### config.mk
export PLATFORM = sky130hd
export DESIGN_NAME = dedup_set_store_core
export DESIGN_NICKNAME = d
export VERILOG_FILES = /design/src/rtl/dss_pkg.sv /design/src/rtl/dedup_set_store_core.sv
export SDC_FILE = /design/constraint.sdc
export NUM_CORES = 1
export LEC_CHECK = 0
export BUFFER_PORTS_ARGS = -buffer_cell sky130_fd_sc_hd__buf_2
export CELL_PAD_IN_SITES_DETAIL_PLACEMENT = 0
export CELL_PAD_IN_SITES_GLOBAL_PLACEMENT = 1
export CORE_ASPECT_RATIO = 0.75
export CORE_UTILIZATION = 45
export DETAILED_ROUTE_END_ITERATION = 7
export PLACE_DENSITY = 0.69
export RECOVER_POWER = 100
export SYNTH_ARGS = -nofsm -noshare
export SYNTH_HDL_FRONTEND = slang
export SYNTH_SLANG_ARGS = --single-unit
### constraint.sdc
create_clock -name clk -period 5.2 [get_ports clk]
set_clock_uncertainty 0.05 [all_clocks]
set_input_delay 0.26 -clock clk [delete_from_list [all_inputs] [get_ports clk]]
set_output_delay 0.26 -clock clk [all_outputs]
set_load 0.02 [all_outputs]
### src/rtl/dss_pkg.sv
// dss_pkg: shared types and constants for the deduplicating set store
// used by dedup_set_store_core and its port checker; no dependencies
`default_nettype none

package dss_pkg;

	localparam int CAPACITY = 16;
	localparam int KEY_W    = 32;
	localparam int IDX_W    = (CAPACITY > 1) ? $clog2(CAPACITY) : 1;
	localparam int CNT_W    = $clog2(CAPACITY + 1);
	localparam int FUNC_W   = 2;
	localparam int STAT_W   = 2;
	localparam int KEY_PORT_W = 32;
	localparam int CNT_PORT_W = 5;
	localparam int IDX_PORT_W = 4;

	typedef enum logic [FUNC_W-1:0] {
		FUNC_ADD     = 2'd0,
		FUNC_DISCARD = 2'd1,
		FUNC_REMOVE  = 2'd2,
		FUNC_READ    = 2'd3
	} func_t;

	typedef enum logic [STAT_W-1:0] {
		STAT_OK      = 2'd0,
		STAT_FULL    = 2'd1,
		STAT_MISSING = 2'd2,
		STAT_RANGE   = 2'd3
	} status_t;

	typedef enum logic [4:0] {
		ST_IDLE    = 5'b00001,
		ST_SCAN    = 5'b00010,
		ST_RESOLVE = 5'b00100,
		ST_SHIFT   = 5'b01000,
		ST_FINISH  = 5'b10000
	} state_t;

endpackage

`default_nettype wire

### src/rtl/dedup_set_store_core.sv
// dedup_set_store_core: bounded insertion-ordered key set with add, discard,
// remove and read-by-index; one sequencer over an entry memory with separate read and write ports
// depends on dss_pkg
//
// channel   direction  handshake                   payload
// request   in         start, accepted when !busy  func, key, index
// result    out        done, one-cycle strobe      status, found, item_key, member_count
//
// read: the request goes straight to the finish state, which registers the result and strobe
// add/discard/remove: the scan compares one entry a cycle, in the cycle after its read;
// it stops at a hit or after the last entry (an empty store skips it), then resolves and
// finishes; on a delete hit the later entries first shift down one a cycle
// reset clears the member count and control state but not the entry memory; entries are written before they are read
// no stall on the result side: done is shown for one cycle and busy drops with it
`default_nettype none

module dedup_set_store_core (
	input  wire logic                              clk,
	input  wire logic                              arst_n,
	input  wire logic                              start,
	output logic                                   busy,
	input  wire logic [dss_pkg::FUNC_W-1:0]        func,
	input  wire logic [dss_pkg::KEY_PORT_W-1:0]    key,
	input  wire logic [dss_pkg::IDX_PORT_W-1:0]    index,
	output logic                                   done,
	output logic [dss_pkg::STAT_W-1:0]             status,
	output logic                                   found,
	output logic [dss_pkg::KEY_PORT_W-1:0]         item_key,
	output logic [dss_pkg::CNT_PORT_W-1:0]         member_count
);

	localparam int KEY_W = dss_pkg::KEY_W;
	localparam int IDX_W = dss_pkg::IDX_W;
	localparam int CNT_W = dss_pkg::CNT_W;

	dss_pkg::state_t  state_q;
	dss_pkg::func_t   func_q;
	dss_pkg::status_t stat_q;
	logic [KEY_W-1:0] key_q;
	logic             hit_q;
	logic [IDX_W-1:0] pos_q;
	logic [CNT_W-1:0] count_q;
	logic [CNT_W-1:0] ptr_q;
	logic [CNT_W-1:0] sh_q;
	logic             cmp_vld_s1;
	logic [IDX_W-1:0] cmp_idx_s1;
	logic             wr_vld_s1;
	logic [IDX_W-1:0] wr_addr_s1;

	logic                          done_q;
	dss_pkg::status_t              out_stat_q;
	logic                          out_found_q;
	logic [dss_pkg::KEY_PORT_W-1:0] out_key_q;
	logic [dss_pkg::CNT_PORT_W-1:0] out_cnt_q;

	logic [KEY_W-1:0] mem_q [dss_pkg::CAPACITY];
	logic [KEY_W-1:0] rd_data_q;

	logic             wr_en;
	logic [IDX_W-1:0] wr_addr;
	logic [KEY_W-1:0] wr_data;
	logic [IDX_W-1:0] rd_addr;
	logic             issue;
	logic             hit;
	logic             last;
	logic [CNT_W-1:0] sh_nxt;
	logic             full;
	logic             add_wr;
	logic             idx_ok;

	assign issue  = ptr_q < count_q;
	assign hit    = cmp_vld_s1 && (rd_data_q == key_q);
	assign last   = cmp_vld_s1 && ({1'b0, cmp_idx_s1} == (count_q - CNT_W'(1)));
	assign sh_nxt = sh_q + CNT_W'(1);
	assign full   = count_q == CNT_W'(dss_pkg::CAPACITY);
	assign idx_ok = CNT_W'(index) < count_q;
	assign add_wr = (state_q == dss_pkg::ST_RESOLVE) && (func_q == dss_pkg::FUNC_ADD)
		&& !hit_q && !full;

	always_comb begin
		rd_addr = ptr_q[IDX_W-1:0];
		case (state_q)
			dss_pkg::ST_IDLE:  rd_addr = IDX_W'(index);
			dss_pkg::ST_SCAN:  rd_addr = ptr_q[IDX_W-1:0];
			dss_pkg::ST_SHIFT: rd_addr = sh_nxt[IDX_W-1:0];
			default:           rd_addr = ptr_q[IDX_W-1:0];
		endcase
	end

	// shifted entries and appended keys share the single write port
	always_comb begin
		wr_en   = wr_vld_s1 || add_wr;
		wr_addr = wr_vld_s1 ? wr_addr_s1 : count_q[IDX_W-1:0];
		wr_data = wr_vld_s1 ? rd_data_q : key_q;
	end

	always_ff @(posedge clk) begin
		if (wr_en) begin
			mem_q[wr_addr] <= wr_data;
		end
		rd_data_q <= mem_q[rd_addr];
	end

	always_ff @(posedge clk or negedge arst_n) begin
		if (!arst_n) begin
			state_q     <= dss_pkg::ST_IDLE;
			func_q      <= dss_pkg::FUNC_ADD;
			stat_q      <= dss_pkg::STAT_OK;
			key_q       <= '0;
			hit_q       <= 1'b0;
			pos_q       <= '0;
			count_q     <= '0;
			ptr_q       <= '0;
			sh_q        <= '0;
			cmp_vld_s1  <= 1'b0;
			cmp_idx_s1  <= '0;
			wr_vld_s1   <= 1'b0;
			wr_addr_s1  <= '0;
			done_q      <= 1'b0;
			out_stat_q  <= dss_pkg::STAT_OK;
			out_found_q <= 1'b0;
			out_key_q   <= '0;
			out_cnt_q   <= '0;
		end else begin
			done_q <= 1'b0;
			case (state_q)
				dss_pkg::ST_IDLE: begin
					cmp_vld_s1 <= 1'b0;
					wr_vld_s1  <= 1'b0;
					if (start) begin
						func_q <= dss_pkg::func_t'(func);
						key_q  <= KEY_W'(key);
						hit_q  <= 1'b0;
						ptr_q  <= '0;
						stat_q <= dss_pkg::STAT_OK;
						if (dss_pkg::func_t'(func) == dss_pkg::FUNC_READ) begin
							if (!idx_ok) begin
								stat_q <= dss_pkg::STAT_RANGE;
							end
							state_q <= dss_pkg::ST_FINISH;
						end else if (count_q == '0) begin
							state_q <= dss_pkg::ST_RESOLVE;
						end else begin
							state_q <= dss_pkg::ST_SCAN;
						end
					end
				end
				dss_pkg::ST_SCAN: begin
					// the compare of each entry runs in the cycle after its read address
					ptr_q      <= ptr_q + CNT_W'(1);
					cmp_vld_s1 <= issue;
					cmp_idx_s1 <= ptr_q[IDX_W-1:0];
					if (hit) begin
						hit_q   <= 1'b1;
						pos_q   <= cmp_idx_s1;
						state_q <= dss_pkg::ST_RESOLVE;
					end else if (last) begin
						state_q <= dss_pkg::ST_RESOLVE;
					end
				end
				dss_pkg::ST_RESOLVE: begin
					cmp_vld_s1 <= 1'b0;
					state_q    <= dss_pkg::ST_FINISH;
					case (func_q)
						dss_pkg::FUNC_ADD: begin
							if (!hit_q) begin
								if (full) begin
									stat_q <= dss_pkg::STAT_FULL;
								end else begin
									count_q <= count_q + CNT_W'(1);
								end
							end
						end
						dss_pkg::FUNC_DISCARD, dss_pkg::FUNC_REMOVE: begin
							if (hit_q) begin
								sh_q      <= CNT_W'(pos_q);
								wr_vld_s1 <= 1'b0;
								state_q   <= dss_pkg::ST_SHIFT;
							end else if (func_q == dss_pkg::FUNC_REMOVE) begin
								stat_q <= dss_pkg::STAT_MISSING;
							end
						end
						default: begin
							stat_q <= stat_q;
						end
					endcase
				end
				dss_pkg::ST_SHIFT: begin
					// read entry i+1 now, write it to entry i next cycle
					if (sh_nxt < count_q) begin
						wr_vld_s1  <= 1'b1;
						wr_addr_s1 <= sh_q[IDX_W-1:0];
						sh_q       <= sh_nxt;
					end else begin
						wr_vld_s1 <= 1'b0;
						count_q   <= count_q - CNT_W'(1);
						state_q   <= dss_pkg::ST_FINISH;
					end
				end
				dss_pkg::ST_FINISH: begin
					done_q      <= 1'b1;
					out_stat_q  <= stat_q;
					out_found_q <= hit_q;
					out_key_q   <= ((func_q == dss_pkg::FUNC_READ) && (stat_q == dss_pkg::STAT_OK))
						? dss_pkg::KEY_PORT_W'(rd_data_q) : '0;
					out_cnt_q   <= dss_pkg::CNT_PORT_W'(count_q);
					state_q     <= dss_pkg::ST_IDLE;
				end
				default: begin
					state_q <= dss_pkg::ST_IDLE;
				end
			endcase
		end
	end

	assign busy         = state_q != dss_pkg::ST_IDLE;
	assign done         = done_q;
	assign status       = out_stat_q;
	assign found        = out_found_q;
	assign item_key     = out_key_q;
	assign member_count = out_cnt_q;

endmodule

`default_nettype wire

# == Yosys cells after proc, flatten, opt, wreduce, memory -nomap -nowiden ==
# Memory sizes are Yosys's and may differ from the RTL's. A register that Yosys moved wholly into a read port is not among the register bits.
# Index checks and enable logic that the tools add are counted.
# op_classes
n_addsub,4
multipliers,0
div_mod_pow,0
magnitude_cmp,3
eq_ne,28
shift,0
muxes,44
bitwise_logic,0
n_reduce_logical,29
# ops
cell,n
$mux W5,15
$mux W32,2
$eq A32 B32 Y1,1
$pmux W5 S2,3
$pmux W5 S4,1
$add A5 B1 Y5 const B,3
$ne A3 B3 Y1 const B,5
$mux W2,7
$ne A2 B2 Y1 const B,7
$eq A5 B5 Y1 const B,2
$lt A5 B5 Y1,2
$reduce_and A3 Y1,3
$mux W1,8
$pmux W2 S2,2
$pmux W4 S2,1
$reduce_and A2 Y1,4
$reduce_bool A2 Y1,4
$reduce_and A7 Y1,1
$eq A2 B2 Y1 const B,3
$logic_and A1 B1 Y1,6
$eq A4 B5 Y1,1
$eq A5 B1 Y1 const B,1
$eq A5 B2 Y1 const B,1
$eq A5 B3 Y1 const B,1
19 further kinds,24
# word_totals
register_bits,112
latch_bits,0
ramBits,512
mem_bits_ro,0
out_inout_bits,42
elab_cells,127
memories,1
# mem_list
name,depth,word_bits,rd,rd_clocked_by_memory_dff,write_ports,line,text
mem_q,16,32,1,1,1,dedup_set_store_core.sv:56,logic [KEY_W-1:0] mem_q [dss_pkg::CAPACITY];

# == Depth between registers and ports, before layout ==
# depth
word_depth,7
ltp_mapped,10
depth_no_buf,9

# == Worst setup path before layout ==
# Ideal clock, no wire load.
# synth_path
path_type,flip-flop to flip-flop
start,reg count_q[0]
end,"mem mem_q[12][0], enable pin"
setup_ns,0.421
arrival_time_ns,3.300
slack_ns,1.429
path_stages_with_launch,9
path_cell_list,dfrtp_1 clkbuf_1 inv_1 ha_1 or3b_2 o21ai_0 nor4_1 a31oi_1 nor2_1
# synth_between
elab_chain_cells,6
word_cells_on_any_way,7
cone_classes,eq/ne: 1; mux: 3; reduce/logical: 3
# synth_rtl
element,line,text
"start, declared",dedup_set_store_core.sv:42,logic [CNT_W-1:0] count_q;
"start signal, assigned",dedup_set_store_core.sv:170,count_q <= count_q + CNT_W'(1);
"start signal, assigned",dedup_set_store_core.sv:196,count_q <= count_q - CNT_W'(1);
$eq A5 B5 Y1,dedup_set_store_core.sv:75,assign full = count_q == CNT_W'(dss_pkg::CAPACITY);
$logic_not A1 Y1,dedup_set_store_core.sv:78,&& !hit_q && !full;
$logic_and A1 B1 Y1,dedup_set_store_core.sv:78,
$logic_or A1 B1 Y1,dedup_set_store_core.sv:92,wr_en = wr_vld_s1 || add_wr;
$mux W1,dedup_set_store_core.sv:98,if (wr_en) begin
$mux W1 (not written as such),dedup_set_store_core.sv:99,mem_q[wr_addr] <= wr_data;
"end, declared",dedup_set_store_core.sv:56,
# Parallel ways exist; a longest one is shown, timed or not.

# == Worst setup path in the final report ==
# layout_path
start,reg state_q[2]
end,"reg rd_data_q[18], read port of mem_q"
# layout_between
elab_chain_cells,2
word_cells_on_any_way,3
cone_classes,eq/ne: 2; mux: 1
# layout_rtl
element,line,text
"start, declared",dedup_set_store_core.sv:36,dss_pkg::state_t state_q;
"start signal, assigned",dedup_set_store_core.sv:106,state_q <= dss_pkg::ST_IDLE;
"start signal, assigned",dedup_set_store_core.sv:140,state_q <= dss_pkg::ST_FINISH;
"start signal, assigned",dedup_set_store_core.sv:142,state_q <= dss_pkg::ST_RESOLVE;
$eq A5 B4 Y1 or $eq A5 B1 Y1 (tied branches),dedup_set_store_core.sv:82,case (state_q)
$pmux W4 S2 (*),dedup_set_store_core.sv:82,
"end, declared",dedup_set_store_core.sv:57,logic [KEY_W-1:0] rd_data_q;
# Every way passes the cells marked *; elsewhere a longest branch is shown, timed or not.
# A chain may end at the register's enable or synchronous reset.

==> impl_metrics.prom <==
# TYPE chip_impl_metric gauge
chip_impl_info{name="status",value="finished, violations left"} 1
chip_impl_info{name="failed_checks",value="max-capacitance violations, max-slew violations"} 1
chip_impl_metric{name="detailedRoute.firstPassIterationCount",unit=""} 5
chip_impl_info{name="cp-endpoint",value="rd_data_q[18]$_DFF_P_"} 1
chip_impl_metric{name="endpoints_failing_hold",unit=""} 0
chip_impl_metric{name="via_per_inst",unit=""} 5.891
chip_impl_info{name="crit_path_start",value="state_q[2]$_DFFE_PN0P_"} 1
chip_impl_metric{name="worst-endpoint-arrival",unit="ns"} 4.97
chip_impl_metric{name="drtIter0Drc",unit=""} 1518
chip_impl_metric{name="power.density",unit="mW/mm²"} 555.3
chip_impl_metric{name="synthesis.yosys.warnings",unit=""} 0
chip_impl_metric{name="synth_seq_area_share",unit="%"} 68.99
chip_impl_metric{name="placement_rows",unit=""} 77
chip_impl_info{name="crit_path_slowest_cell",value="sky130_fd_sc_hd__or2_1"} 1
chip_impl_metric{name="grt_pass1_vias",unit=""} 16404
chip_impl_metric{name="hold_ws",unit="ns"} 0.2098
chip_impl_metric{name="post_drt_wl_per_cell",unit="µm"} 25.08
chip_impl_metric{name="grt_antenna_before_repair",unit=""} 0
chip_impl_metric{name="die_width",unit="µm"} 286.3
chip_impl_metric{name="share_seq_of_total_power",unit="%"} 41.7
chip_impl_metric{name="critical_path_peak_fanout",unit=""} 32
chip_impl_metric{name="finalMaxSlewViolations",unit=""} 230
chip_impl_metric{name="slew_headroom",unit="%"} -66.49
chip_impl_metric{name="timing.final.crit_share",unit="%"} 87.53
chip_impl_info{name="yosys-top-cells-count",value="sky130_fd_sc_hd__edfxtp_1 (512), sky130_fd_sc_hd__a211oi_1 (257), sky130_fd_sc_hd__inv_1 (147)"} 1
chip_impl_metric{name="p_comb_share",unit="%"} 30.1
chip_impl_metric{name="grt_util_all_layers",unit="%"} 23.63
chip_impl_metric{name="synth_top_area_share",unit="%"} 56.36
chip_impl_metric{name="clk_pin_slew",unit="ns"} 0.06
chip_impl_metric{name="layout.core_utilization",unit="%"} 52.14
chip_impl_metric{name="n_fill_cell",unit=""} 4997
chip_impl_metric{name="postLayoutSetupSlackWorst",unit="ns"} 0.6484
chip_impl_metric{name="portBuffers",unit=""} 82
chip_impl_info{name="path_category_of_the_worst_min_delay_check",value="in -> async"} 1
chip_impl_metric{name="initial_core_utilization",unit="%"} 45.89
chip_impl_info{name="setup.worst_path.start_class",value="flip-flop"} 1
chip_impl_metric{name="power.internal",unit="µW"} 11240
chip_impl_metric{name="place_ws",unit="ns"} 1.233
chip_impl_metric{name="via_count",unit=""} 16937
chip_impl_metric{name="maximum_clock_rate",unit="MHz"} 219.7
chip_impl_metric{name="area_growth",unit="%"} 13.62
chip_impl_metric{name="synth_enable_flop_cells",unit=""} 512
chip_impl_metric{name="grt_first_pass_wirelength",unit="mm"} 108.0
chip_impl_metric{name="setup-tns-final",unit="ns"} 0
chip_impl_metric{name="drive_gt1_share",unit="%"} 10.60
chip_impl_metric{name="worst-r2r-cell-count",unit=""} 6
chip_impl_metric{name="post_synth.cell_area_avg",unit="µm²"} 14.03
chip_impl_metric{name="netlist_instances",unit=""} 1944
chip_impl_metric{name="cap_violations",unit=""} 8
chip_impl_metric{name="power.leakage",unit="µW"} 0.01150
chip_impl_metric{name="power_switching_share",unit="%"} 34.72
chip_impl_info{name="cts-root-buf",value="sky130_fd_sc_hd__clkbuf_16"} 1
chip_impl_metric{name="multi_input_area",unit="mm²"} 0.007353
chip_impl_metric{name="tritoncts_buffers",unit=""} 67
chip_impl_metric{name="mappedNetlistNets",unit=""} 2004
chip_impl_metric{name="vdd_drop_max",unit="µV"} 348.9
chip_impl_metric{name="overall_die_height",unit="µm"} 215.2
chip_impl_metric{name="seq_area",unit="mm²"} 0.01882
chip_impl_metric{name="num_io_pins",unit=""} 83
chip_impl_metric{name="cts.repair.resized",unit=""} 0
chip_impl_metric{name="hpwlAfterDp",unit="mm"} 40.86
chip_impl_info{name="ys.flop_type",value="sky130_fd_sc_hd__edfxtp_1"} 1
chip_impl_metric{name="async_flop_share",unit="%"} 17.07
chip_impl_metric{name="finalWirelength",unit="mm"} 72.11
chip_impl_metric{name="gp_routability_congestion",unit=""} 0.8405
chip_impl_info{name="yosys.cell_count.top_type",value="sky130_fd_sc_hd__edfxtp_1"} 1
chip_impl_metric{name="worst_ep_required_time",unit="ns"} 5.62
chip_impl_metric{name="p_sw",unit="µW"} 5976
chip_impl_metric{name="ctsLongestPathBuffers",unit=""} 3
chip_impl_metric{name="design.core.area",unit="mm²"} 0.05944
chip_impl_info{name="post_synth_main_area_contributors",value="sky130_fd_sc_hd__edfxtp_1 (56%), sky130_fd_sc_hd__dfrtp_1 (10%), sky130_fd_sc_hd__a211oi_1 (7.1%)"} 1
chip_impl_info{name="crit_path_end_kind",value="flip-flop"} 1
chip_impl_metric{name="number_of_diodes",unit=""} 0
chip_impl_metric{name="clock-sinks",unit=""} 656
chip_impl_info{name="grt_setup_unrepaired",value="false"} 1
chip_impl_metric{name="grt_max_degree",unit=""} 132
chip_impl_metric{name="grt_overflow",unit=""} 0
chip_impl_metric{name="number_of_remaining_drc_errors",unit=""} 0
chip_impl_info{name="reg2reg_launch_point",value="state_q[2]$_DFFE_PN0P_"} 1
chip_impl_metric{name="num-nets-final",unit=""} 2091
chip_impl_metric{name="post-layout-total-power",unit="µW"} 17210
chip_impl_metric{name="ctsHtreeMaxLevel",unit=""} 3
chip_impl_metric{name="clkPwrFrac",unit="%"} 28.2
chip_impl_metric{name="rrSetupSlack",unit="ns"} 0.65
chip_impl_info{name="cells_along_the_critical_path",value="or3_1, or2_0, o221ai_1, or2_1, a211oi_1, or4_1"} 1
chip_impl_metric{name="clkLatencyLatePin",unit="ns"} 0.61
chip_impl_metric{name="fp.dieArea",unit="mm²"} 0.06162
chip_impl_info{name="worstReg2RegEnd",value="rd_data_q[18]$_DFF_P_"} 1
chip_impl_info{name="cts_tree",value="built"} 1
chip_impl_metric{name="synth_seq_cells",unit=""} 656
chip_impl_metric{name="yosysUniqueCellTypes",unit=""} 61
chip_impl_info{name="post-synth-top-area-cell",value="sky130_fd_sc_hd__edfxtp_1"} 1
chip_impl_metric{name="route.antenna.remaining_nets",unit=""} 0
chip_impl_metric{name="post-route-min-period",unit="ns"} 4.552
chip_impl_metric{name="max_slew.worst_pin.slew",unit="ns"} 2.497
chip_impl_info{name="worst-setup-path-type",value="reg -> reg"} 1
chip_impl_metric{name="setup_viol",unit=""} 0
chip_impl_metric{name="post_synth_instance_area",unit="mm²"} 0.02728
chip_impl_metric{name="timing.critical_path.slowest_cell_delay",unit="ns"} 1.64
[worst max-delay path: cells and delay by family (launching register included)]
kind	cells	cell delay, ns
AOI/OAI and AO/OA	2	0.63
and+or+nand+nor	4	3.28
DFF	1	0.43
[per-stage QoR]
stage | cells | area [µm²]
2_1_floorplan | 1944 | 27280
3_3_place_gp | 2716 | 28640
3_5_place_dp | 2716 | 28640
4_1_cts | 2875 | 31200
5_1_grt | 2875 | 30990
6_report | 2875 | 30990
[cell type report]
class | instances | area share, %
inverter | 147 | 1.780
sequential | 656 | 60.72
clock inverter | 35 | 1.288
multi-input combinational | 1001 | 23.73
clock buffer | 88 | 5.830
timing repair buffer | 158 | 3.464
tap | 790 | 3.189
[metal layers]
metal | vias up | share of wire, % | global-route usage (%)
li1 | 7661 | - | -
met1 | 8577 | 48 | 36.77
met2 | 592 | 43 | 33.69
met3 | 107 | 6.8 | 4.045
met4 | 0 | 2.4 | 6.863
met5 | - | 0 | 0
[sequential cells by signal, summed over array words and instances (netlist names)]
name / count
count_q: 5
ptr_q: 5
member_count: 5
wr_addr_s1: 4
done: 1
wr_vld_s1: 1
sh_q: 5
key_q: 32
hit_q: 1
pos_q: 4
func_q: 2
status: 2
cmp_vld_s1: 1
state_q: 5
found: 1
stat_q: 2
item_key: 32
mem_q: 512
rd_data_q: 32
cmp_idx_s1: 4
[worst min path at each step]
stage / endpoint / slack (ns)
global placement: key_q[22]$_DFFE_PN0P_ / 0.29
global route: key_q[19]$_DFFE_PN0P_ / 0.27
floorplan: cmp_idx_s1[0]$_DFFE_PN0P_ / -0.09
detailed placement: item_key[26]$_DFFE_PN0P_ / 0.30
CTS: item_key[26]$_DFFE_PN0P_ / 0.21
finish: item_key[26]$_DFFE_PN0P_ / 0.21
[power groups by stage]
stage / logic, µW / clock network, µW / registers (µW)
finish: 5180 / 4860 / 7170
global route: 5590 / 5160 / 7220
CTS: 5240 / 4940 / 7160
detailed placement: 5210 / 0 / 7270
global placement: 5130 / 0 / 7260
floorplan: 3540 / 0 / 7140
[timing repair]
item	CTS	global route
endpoints found under the hold margin	104	0
setup buffers	0	0
hold buffers	36	0
[cells by family (layout without fill, tap and decap cells)]
kind of cell / Yosys count / after routing / synth area share (%)
AOI/OAI and AO/OA: 491 / 491 / 12.39
xor gates and xnor gates: 42 / 42 / 1.349
adders and majority gates: 19 / 19 / 0.8715
buffers and inverters: 287 / 428 / 4.289
DFF: 656 / 656 / 68.99
muxes: 199 / 199 / 7.623
and+or+nand+nor: 250 / 250 / 4.486
[placed cells by master (no fill, tap or decap), types with 31 or more instances in the layout]
cell type and instances:
sky130_fd_sc_hd__clkbuf_16 68, sky130_fd_sc_hd__a211oi_1 258, sky130_fd_sc_hd__a31oi_1 136, sky130_fd_sc_hd__o21ai_0 57
sky130_fd_sc_hd__clkbuf_1 74, sky130_fd_sc_hd__dlygate4sd3_1 36, sky130_fd_sc_hd__inv_1 147, sky130_fd_sc_hd__nand2_1 114
sky130_fd_sc_hd__xnor2_1 35, sky130_fd_sc_hd__dfxtp_1 32, sky130_fd_sc_hd__dfrtp_1 111, sky130_fd_sc_hd__edfxtp_1 512
sky130_fd_sc_hd__buf_2 39, sky130_fd_sc_hd__mux2_1 31, sky130_fd_sc_hd__mux2i_1 129, sky130_fd_sc_hd__mux2_2 39
sky130_fd_sc_hd__or4_1 32
Power figures use the tool's default switching activity.
